`src/sv/sdwm_ram.sv`:
```
`default_nettype none
module sdwm_ram #(
	parameter int WIDTH = 8,
	parameter int DEPTH = 64,
	localparam int AW = (DEPTH > 1) ? $clog2(DEPTH) : 1
) (
	input  wire logic             clk,
	input  wire logic             we,
	input  wire logic [AW-1:0]    waddr,
	input  wire logic [WIDTH-1:0] wdata,
	input  wire logic             re,
	input  wire logic [AW-1:0]    raddr,
	output logic      [WIDTH-1:0] rdata
);

	logic [WIDTH-1:0] mem [DEPTH];

	always_ff @(posedge clk) begin
		if (we) begin
			mem[waddr] <= wdata;
		end
		if (re) begin
			rdata <= mem[raddr];
		end
	end

endmodule
`default_nettype wire

```
`config.mk`:
```
export PLATFORM = sky130hd
export DESIGN_NAME = sdwm_ram
export DESIGN_NICKNAME = d
export VERILOG_FILES = /design/src/sv/sdwm_ram.sv
export SDC_FILE = /design/constraint.sdc
export NUM_CORES = 1
export LEC_CHECK = 0
export BUFFER_PORTS_ARGS = -buffer_cell sky130_fd_sc_hd__buf_4
export CAP_MARGIN = 20
export CORE_AREA = 2 2 288 290
export DETAILED_ROUTE_END_ITERATION = 8
export DIE_AREA = 0 0 290 292
export PLACE_DENSITY = 0.36
export SYNTH_ARGS = -nofsm -noshare
export SYNTH_HDL_FRONTEND = slang
export SYNTH_SLANG_ARGS = --single-unit
```
`constraint.sdc`:
```
create_clock -name clk -period 5.24 [get_ports clk]
set_input_delay 0.786 -clock clk [delete_from_list [all_inputs] [get_ports clk]]
set_output_delay 0.786 -clock clk [all_outputs]
set_load 0.02 [all_outputs]
```
==> out/metrics.yaml <==
outcome: "finished clean"
worstPathRequired_ns: 5.57
worst_slew_pin_slew_ns: 1.089
ir_worst_vdd_uv: 255.0
finalClockSkew_ns: 0.01594
avgRoutedWirePerCell_microns: 25.63
dieHeight_microns: 292
initial_core_util: 0.2482
timing.fmax_mhz: 353.2
ys_ff_latch: 520
htree_num_levels: 2
cpPeakStageDelay_ns: 0.58
core_area_sq_mm: 0.08158
avgSynthCellArea_sq_um: 21.54
crit_fanout: 50
die_w_microns: 290
grt_usage: 0.1277
clockBufferDepth: 3
setup_viol: 0
dp_cells: 2002
insertion_delay_ns: 0.60
synth_compound_area_frac: 0.02064
period_share: 0.5403
hold_class: "in2reg"
cts.reportedPaths.clkPinSlew_ns: 0.06
powerDensity_mw_per_mm2: 381.4
layout_commonest_cell: "edfxtp_1"
synth_top_family_by_area: "multiplexers"
rsz0062_at_grt: "no"
die_area_sq_mm: 0.08468
cp-end-kind: "register"
syn_inst: 940
yosysWarnings: 0
grt_pass1_wl_mm: 77.09
hold_viol_final: 0
p_leak_nw: 7.064
fin_crit_ns: 2.831
worstPathArrival_ns: 3.17
cts_sinks: 520
cpMaxStageDelayCell: "mux4_2"
fp-row-count: 105
drive_above_1_share: 0.2514
postCtsSetupBuffers: 0
ys_async_sr_fraction: 0
holdBufCountCts: 0
drtAntennaViolNets: 0
synthMuxAreaShare: 0.1588
grt_max_degree: 65
synth_edf_count: 520
synth_xor_xnor_area_share: 0
cp_cell_sequence: "buf_8, buf_12, mux4_2, mux4_2, o21ai_0, nand2_1"
critPathLaunchType: "input pin"
cts_tree: "done"
drt_iter0_markers: 539
vias: 9381
syn_nets: 963
grt_pass1_vias: 9956
drt_pass1_iterations: 6
ioPinCount: 31
synthFlopType: "edfxtp_1"
synth_area_sq_mm: 0.02025
cts_resized: 0
remaining_drc_errors: 0
antenna_found_initial: 1
grt-ovfl-total: 0
place_congestion: 0.6985
slew_violations: 0
cpMostUsedCell: "mux4_2"
numCtsBuffers: 56
hpwlAfterDp_mm: 32.03
via_per_inst: 4.450
nNetsFinal: 1013
synthAdderAreaFrac: 0
cap_violations: 0
totalWireLength_mm: 54.04
final_cell_mix: "edfxtp_1, mux4_2, nor2_1"
relSlewSlack: 0.2711
tns_ns: 0
synth_cell_types: 39
ys_seq_area_frac: 0.7712
instances_no_fill: 2108
io_buffers: 30
yosys.area_share.simple: 0.03374
crit_type: "in2reg"
antenna_cells: 0
syn_to_final_growth_pct: 15.76
cts-root-buf: "clkbuf_16"
## report_power, final
group          switching, mW  internal (mW)  total, mW
logic                  0.291          0.162      0.453
registers             0.0131           4.61       4.63
clock network           1.62           2.23       3.86
## routing by layer
| layer | global-route usage | routed length [microns] | up-vias |
|---|---|---|---|
| li1 | - | - | 4051 |
| met1 | 0.1796 | 25510 | 5066 |
| met2 | 0.2025 | 25180 | 191 |
| met3 | 0.02489 | 2208 | 71 |
| met4 | 0.03303 | 1126 | 2 |
| met5 | 0 | 12 | - |
## worst max-delay path, delay by kind of cell
kind	cells	cell delay (ns)
buf+inv	2	0.76
simple gates	1	0.09
compound gates	1	0.34
mux	2	1.10
## cell usage after synthesis, types with 3 or more instances
library cell | number | area (sq um)
o2bb2ai_1 | 3 | 26.28
edfxtp_1 | 520 | 15610
buf_4 | 13 | 97.59
nor2_1 | 83 | 311.6
o22ai_1 | 8 | 50.05
buf_6 | 4 | 45.04
mux2_2 | 13 | 146.4
o221ai_1 | 8 | 70.07
o2111ai_1 | 3 | 26.28
nand3_1 | 13 | 65.06
mux2i_1 | 23 | 230.2
a21oi_1 | 3 | 15.01
nand3b_1 | 3 | 22.52
nand2b_1 | 7 | 43.79
a22oi_1 | 3 | 22.52
a221oi_1 | 6 | 52.55
mux4_2 | 126 | 2838
nor2b_1 | 14 | 87.58
nand2_1 | 19 | 71.32
buf_2 | 11 | 55.05
a211oi_1 | 4 | 30.03
buf_1 | 4 | 15.01
nor3_1 | 7 | 35.03
clkbuf_1 | 17 | 63.81
## sequential cells by signal, indices dropped and copies added, names as in the netlist
| register | count |
|---|---|
| mem | 512 |
| rdata | 8 |
## logic make-up after synthesis
logic type	count (synthesis)
mux	162
buf+inv	51
flops	520
compound gates	54
simple gates	153
## stage by stage
| stage | setup WS [ns] | util | area (sq um) | hold slack (ns) | power [mW] |
|---|---|---|---|---|---|
| after floorplan | 2.648 | - | 20250 | 0.7971 | 4.960 |
| after global placement | 1.580 | 0.2653 | 21650 | 0.9066 | 5.186 |
| after detailed placement | 1.652 | 0.2656 | 21670 | 0.9081 | 5.188 |
| after CTS | 2.305 | 0.2873 | 23440 | 0.4902 | 9.080 |
| after global routing | 2.236 | 0.2873 | 23440 | 0.5169 | 9.248 |
| final | 2.409 | 0.2873 | 23440 | 0.5407 | 8.939 |
## path summary, 6_finish.rpt
kind         slack (ns)       end  cells after the start       start
max                2.41  rdata[7]                      6    raddr[0]
min reg2reg        0.92  rdata[6]                      3  mem[30][6]
max reg2reg        2.95  rdata[6]                      5  mem[21][6]
min                0.54  rdata[0]                      1          re
## final cells by class
cell class | count | area, sq um
repair buffers | 43 | 387.9
multi-input cells | 369 | 4327
clock inverters | 35 | 290.3
flip-flops and latches | 520 | 15620
fillers | 7955 | 58150
well taps | 1070 | 1339
clock buffers | 71 | 1479
No activity file was read; power rests on OpenSTA's default activity.
