==> config.mk <==
export PLATFORM = sky130hd
export DESIGN_NAME = sdwm_cmp
export DESIGN_NICKNAME = d
export VERILOG_FILES = /design/src/sv/sdwm_pkg.sv /design/src/sv/sdwm_cmp.sv
export SDC_FILE = /design/constraint.sdc
export NUM_CORES = 1
export LEC_CHECK = 0
export BUFFER_PORTS_ARGS = -buffer_cell sky130_fd_sc_hd__buf_4
export CAP_MARGIN = 20
export CELL_PAD_IN_SITES_DETAIL_PLACEMENT = 1
export CELL_PAD_IN_SITES_GLOBAL_PLACEMENT = 1
export CORE_ASPECT_RATIO = 1.2
export CORE_MARGIN = 10
export CORE_UTILIZATION = 21
export CTS_CLUSTER_DIAMETER = 100
export DETAILED_ROUTE_END_ITERATION = 7
export GPL_TIMING_DRIVEN = 0
export PLACE_DENSITY_LB_ADDON = 0.15
export SLEW_MARGIN = 20
export SYNTH_ARGS = -nofsm -noshare
export SYNTH_HDL_FRONTEND = slang
export SYNTH_SLANG_ARGS = --single-unit
==> constraint.sdc <==
create_clock -name clk -period 2.39 [get_ports clk]
set_clock_uncertainty 0.15 [all_clocks]
set_input_delay 0 -clock clk [delete_from_list [all_inputs] [get_ports clk]]
set_output_delay 0 -clock clk [all_outputs]
set_load 0.02 [all_outputs]
==> src/sv/sdwm_pkg.sv <==
`default_nettype none
package sdwm_pkg;

	localparam int SLOTS_DEF = 64;
	localparam int SLOT_W = 6;

	typedef enum logic [1:0] {
		OP_WRITE  = 2'd0,
		OP_CLEAR  = 2'd1,
		OP_LOOKUP = 2'd2,
		OP_NONE   = 2'd3
	} op_t;

	typedef enum logic [1:0] {
		ST_IDLE,
		ST_SCAN,
		ST_DRAIN,
		ST_DONE
	} state_t;

	// Field compare result codes.
	localparam logic [1:0] COST_EXACT = 2'd0;
	localparam logic [1:0] COST_WILD = 2'd1;
	localparam logic [1:0] COST_REJECT = 2'd2;

	localparam logic [2:0] NO_MATCH_COUNT = 3'd4;

	typedef struct packed {
		logic [7:0]  kind;
		logic [7:0]  protocol;
		logic [31:0] local_addr;
		logic [15:0] local_port;
		logic [31:0] remote_addr;
		logic [15:0] remote_port;
	} entry_t;

	localparam int ENTRY_W = $bits(entry_t);

	typedef struct packed {
		logic start;
		logic hit_en;
		logic entry_valid;
	} cmp_ctrl_t;

	typedef struct packed {
		logic              found;
		logic [SLOT_W-1:0] slot;
		logic [1:0]        count;
	} best_t;

	function automatic logic [1:0] field_cost(input logic [31:0] stored, input logic [31:0] seen);
		logic [1:0] c;
		if (stored == seen) begin
			c = COST_EXACT;
		end else if (stored == 32'd0) begin
			c = COST_WILD;
		end else begin
			c = COST_REJECT;
		end
		return c;
	endfunction

endpackage
`default_nettype wire

==> src/sv/sdwm_cmp.sv <==
`default_nettype none
module sdwm_cmp #(
	parameter int IDX_W = 6
) (
	input  wire logic               clk,
	input  wire logic               arst_n,
	input  wire sdwm_pkg::cmp_ctrl_t ctrl,
	input  wire sdwm_pkg::entry_t   entry,
	input  wire sdwm_pkg::entry_t   key,
	input  wire logic [IDX_W-1:0]   idx,
	output sdwm_pkg::best_t         best
);
	import sdwm_pkg::*;

	logic [1:0]        cost_la;
	logic [1:0]        cost_ra;
	logic [1:0]        cost_rp;
	logic              exact_ok;
	logic              hit;
	logic [1:0]        cnt;
	logic [IDX_W+5:0]  idx_wide;
	logic [2:0]        best_count_q;
	logic [SLOT_W-1:0] best_slot_q;

	always_comb begin
		cost_la = field_cost(entry.local_addr, key.local_addr);
		cost_ra = field_cost(entry.remote_addr, key.remote_addr);
		cost_rp = field_cost(32'(entry.remote_port), 32'(key.remote_port));
		exact_ok = (entry.kind == key.kind) && (entry.local_port == key.local_port) &&
			((entry.protocol == key.protocol) || (entry.protocol == 8'd0));
		cnt = 2'(cost_la[0]) + 2'(cost_ra[0]) + 2'(cost_rp[0]);
		hit = ctrl.hit_en && ctrl.entry_valid && exact_ok &&
			!(cost_la[1] || cost_ra[1] || cost_rp[1]);
		idx_wide = (IDX_W + 6)'(idx);
	end

	always_ff @(posedge clk or negedge arst_n) begin
		if (!arst_n) begin
			best_count_q <= NO_MATCH_COUNT;
			best_slot_q <= '0;
		end else if (ctrl.start) begin
			best_count_q <= NO_MATCH_COUNT;
			best_slot_q <= '0;
		end else if (hit && ({1'b0, cnt} < best_count_q)) begin
			best_count_q <= {1'b0, cnt};
			best_slot_q <= idx_wide[SLOT_W-1:0];
		end
	end

	always_comb begin
		best.found = (best_count_q != NO_MATCH_COUNT);
		best.slot = best.found ? best_slot_q : '0;
		best.count = best.found ? best_count_q[1:0] : 2'd0;
	end

endmodule
`default_nettype wire

==> metrics.txt <==
worst hold slack 0.117 ns; Clock Sinks 9; setup TNS -3.12 ns; FF+latch count, synth 9; diode count 0; per-cell routed wire length 19.4 µm; fmax 0.361 GHz; non-filler cells, final 615; Max-Cap Viols 0; fin. max-slew vios 0; final WL 11,900 µm; initial antenna violation count 0; Clk network pwr share 19.5%; crit path launch type primary input; Least-Margin Pin Slew 0.828 ns; worst skew pair latency 0.24 ns; largest net degree at the start of global routing 11; switch share 30.7%; dominant cell type by area after synthesis xor2_1; core area 0.00913 mm²; via count 2,765; routed vias/inst 4.50; Critical Path Source entry[73]; status finished, violations left; proportion of layout cells with a drive suffix above 1 58.0%; post-synthesis net count 475; failing checks negative setup slack; Overflow after GRT 0; Reg clk slew, reported paths 0.04 ns; WS Path Type in2reg; first-pass GRT wire length 17,600 µm; fin nets 733; CP max FO 5; Crit path arrival time 2.74 ns; post-route setup slack -0.380 ns; Initial Util 21.7%; Area Overhead vs Synth 122%; Gate Count Post-Synth 238; PortBufs 243; routability congestion estimate 0.788; Syn Area/Cell 8.33 µm²; Fin. Hold Viols 0; DR pass1 iterations 4; post-DP HPWL 10,800 µm; VDD IR max 0.116 mV; pre-CTS setup slack -1.01 ns; leakage 0.00205 µW; Critical Path RT 2.36 ns; H-tree depth 1; largest cells by area after synthesis xor2_1, nor4_1, dfrtp_1; CTS tree done; ANT nets after route 0; num ports 244; r2r startpoint best_count_q[1]; slew margin rel. 44.7%; Tmin final 2.77 ns; synth warn 0; Power Dens Cells 210 mW/mm²; die area 0.0137 mm²; Cells after DPL 601; total power 923 µW; row count 38; worst hold path class in2async; CTS buffer count 3; Synth cell types 26; Post-Syn Area 0.00198 mm²; detailed-route DRC error count 0; die width 109 µm; Internal 639 µW; P_sw 284 µW; vias in the first global route 3,367; Synth top area share 42.0%; post-synthesis sequential area ratio 11.4%; cell chosen for the clock root clkbuf_8; DRC violation total after the first TritonRoute iteration 27; Total Routing Usage GR 16.2%; fin crit share 116%; Die H 126 µm; # setup viols final 9; CP Capture Type flop; part of the power in registers 16.6%; Comb power frac 63.9%; unrepaired setup endpoints after global routing yes; CTS max path bufs 2
## power groups by stage
| stage | Sequential (µW) | Combinational [µW] | Clock [µW] |
|---|---|---|---|
| 6_report | 153 | 590 | 180 |
| 5_1_grt | 153 | 640 | 196 |
| 4_1_cts | 153 | 582 | 184 |
| 3_5_place_dp | 155 | 546 | 0 |
| 3_3_place_gp | 155 | 533 | 0 |
| 2_1_floorplan | 155 | 157 | 0 |
## metal layers
| metal | GRT usage [%] | part of all wire (%) | routed length [µm] | vias to the layer above |
|---|---|---|---|---|
| met5 | 0 | 0 | 0 | - |
| met4 | 1.94 | 0.75 | 89 | 0 |
| met3 | 6.89 | 11 | 1290 | 5 |
| met2 | 33.0 | 58 | 6860 | 128 |
| met1 | 14.3 | 31 | 3670 | 1268 |
| li1 | - | - | - | 1364 |
## per-stage QoR
| stage | instance area [µm²] | util [%] |
|---|---|---|
| global route | 4400 | 48.2 |
| finish | 4400 | 48.2 |
| CTS | 4330 | 47.4 |
| floorplan | 2040 | - |
| detailed placement | 4020 | 44.0 |
| global placement | 4020 | 44.0 |
## critical path, stage by stage
cell	delay, ns
buf_4	0.13
nor4_4	0.30
nand4_1	0.17
or2_4	0.27
nor2_2	0.12
fa_2	0.46
nand2b_4	0.16
a21oi_4	0.18
o2111ai_4	0.14
nor4_4	0.26
o2111ai_2	0.22
buf_6	0.20
mux2i_2	0.14
## layout by cell type, fill, tap and decap left out, types with 2 or more instances in the layout
| cell | Yosys | layout |
|---|---|---|
| nor4_4 | 0 | 3 |
| nand2b_1 | 17 | 16 |
| nor4_2 | 1 | 19 |
| nor2b_1 | 7 | 7 |
| or2_4 | 0 | 2 |
| buf_4 | 0 | 235 |
| nor2_2 | 0 | 2 |
| xor2_2 | 0 | 5 |
| inv_1 | 2 | 2 |
| mux2i_1 | 8 | 7 |
| nand4_1 | 13 | 13 |
| xor2_1 | 95 | 90 |
| nor2_1 | 4 | 2 |
| clkbuf_1 | 3 | 4 |
| dlygate4sd3_1 | 0 | 9 |
| clkbuf_8 | 0 | 3 |
| nor4_1 | 46 | 25 |
| xnor2_1 | 17 | 17 |
| dfrtp_1 | 8 | 8 |
| o21ai_0 | 2 | 2 |
| buf_6 | 1 | 10 |
## sequential cells by signal, summed over array words and instances (netlist names)
name          cells
best_count_q      3
best_slot_q       6
## worst paths after layout
check / end / slack (ns) / depth (start not counted)
max in group asynchronous: best_slot_q[4] / 1.17 / 3
hold reg to reg: best_count_q[2] / 0.39 / 1
setup reg to reg: best_count_q[1] / 0.27 / 8
setup / recovery: best_count_q[1] / -0.38 / 13
hold / removal: best_count_q[2] / 0.12 / 2
min in group clk: best_slot_q[2] / 0.26 / 6
## synthesized netlist by cell type
cell,number
dfrtp_1,8
nor2b_1,7
xor2_1,95
a21o_1,1
dfstp_2,1
o2111ai_1,2
o21ai_0,2
nand2b_1,17
ha_1,1
and4_1,1
buf_6,1
clkbuf_1,3
xnor2_1,17
nand2_1,1
a22oi_1,1
nor3_1,1
nor4_2,1
nor4_1,46
mux2i_1,8
nor2_1,4
nor3b_1,1
fa_1,1
a21oi_1,1
nand4_1,13
inv_1,2
or2_2,2
## what timing repair did
item                                   CTS  global route
cloned                                   1             0
buffers inserted                         0             0
setup endpoints to repair                9             9
hold buffers                             9             0
gates resized for setup                 29            11
endpoints found under the hold margin   17             0
pin swaps                               19             5
## final cells by class
| class | count | area, µm² |
|---|---|---|
| fillers | 1115 | 4730 |
| repair buffers | 253 | 1960 |
| flip-flops and latches | 9 | 226 |
| inverters | 2 | 7.51 |
| multi-input cells | 223 | 1990 |
| clock buffers | 4 | 45.0 |
| plain buffers | 4 | 22.5 |
| well taps | 120 | 150 |
## logic make-up (layout without fill, tap and decap cells)
group,count (synthesis),after routing,share of synthesized area [%]
AND/OR/NAND/NOR,94,94,29.5
multiplexers,8,8,4.04
XOR/XNOR,112,112,49.5
buffers and inverters,6,263,1.52
adder cells (fa/ha/maj),2,2,1.64
AO/OA/AOI/OAI,7,7,2.40
flip-flops,9,9,11.4
Note: power is estimated with default switching activity, not from simulation.
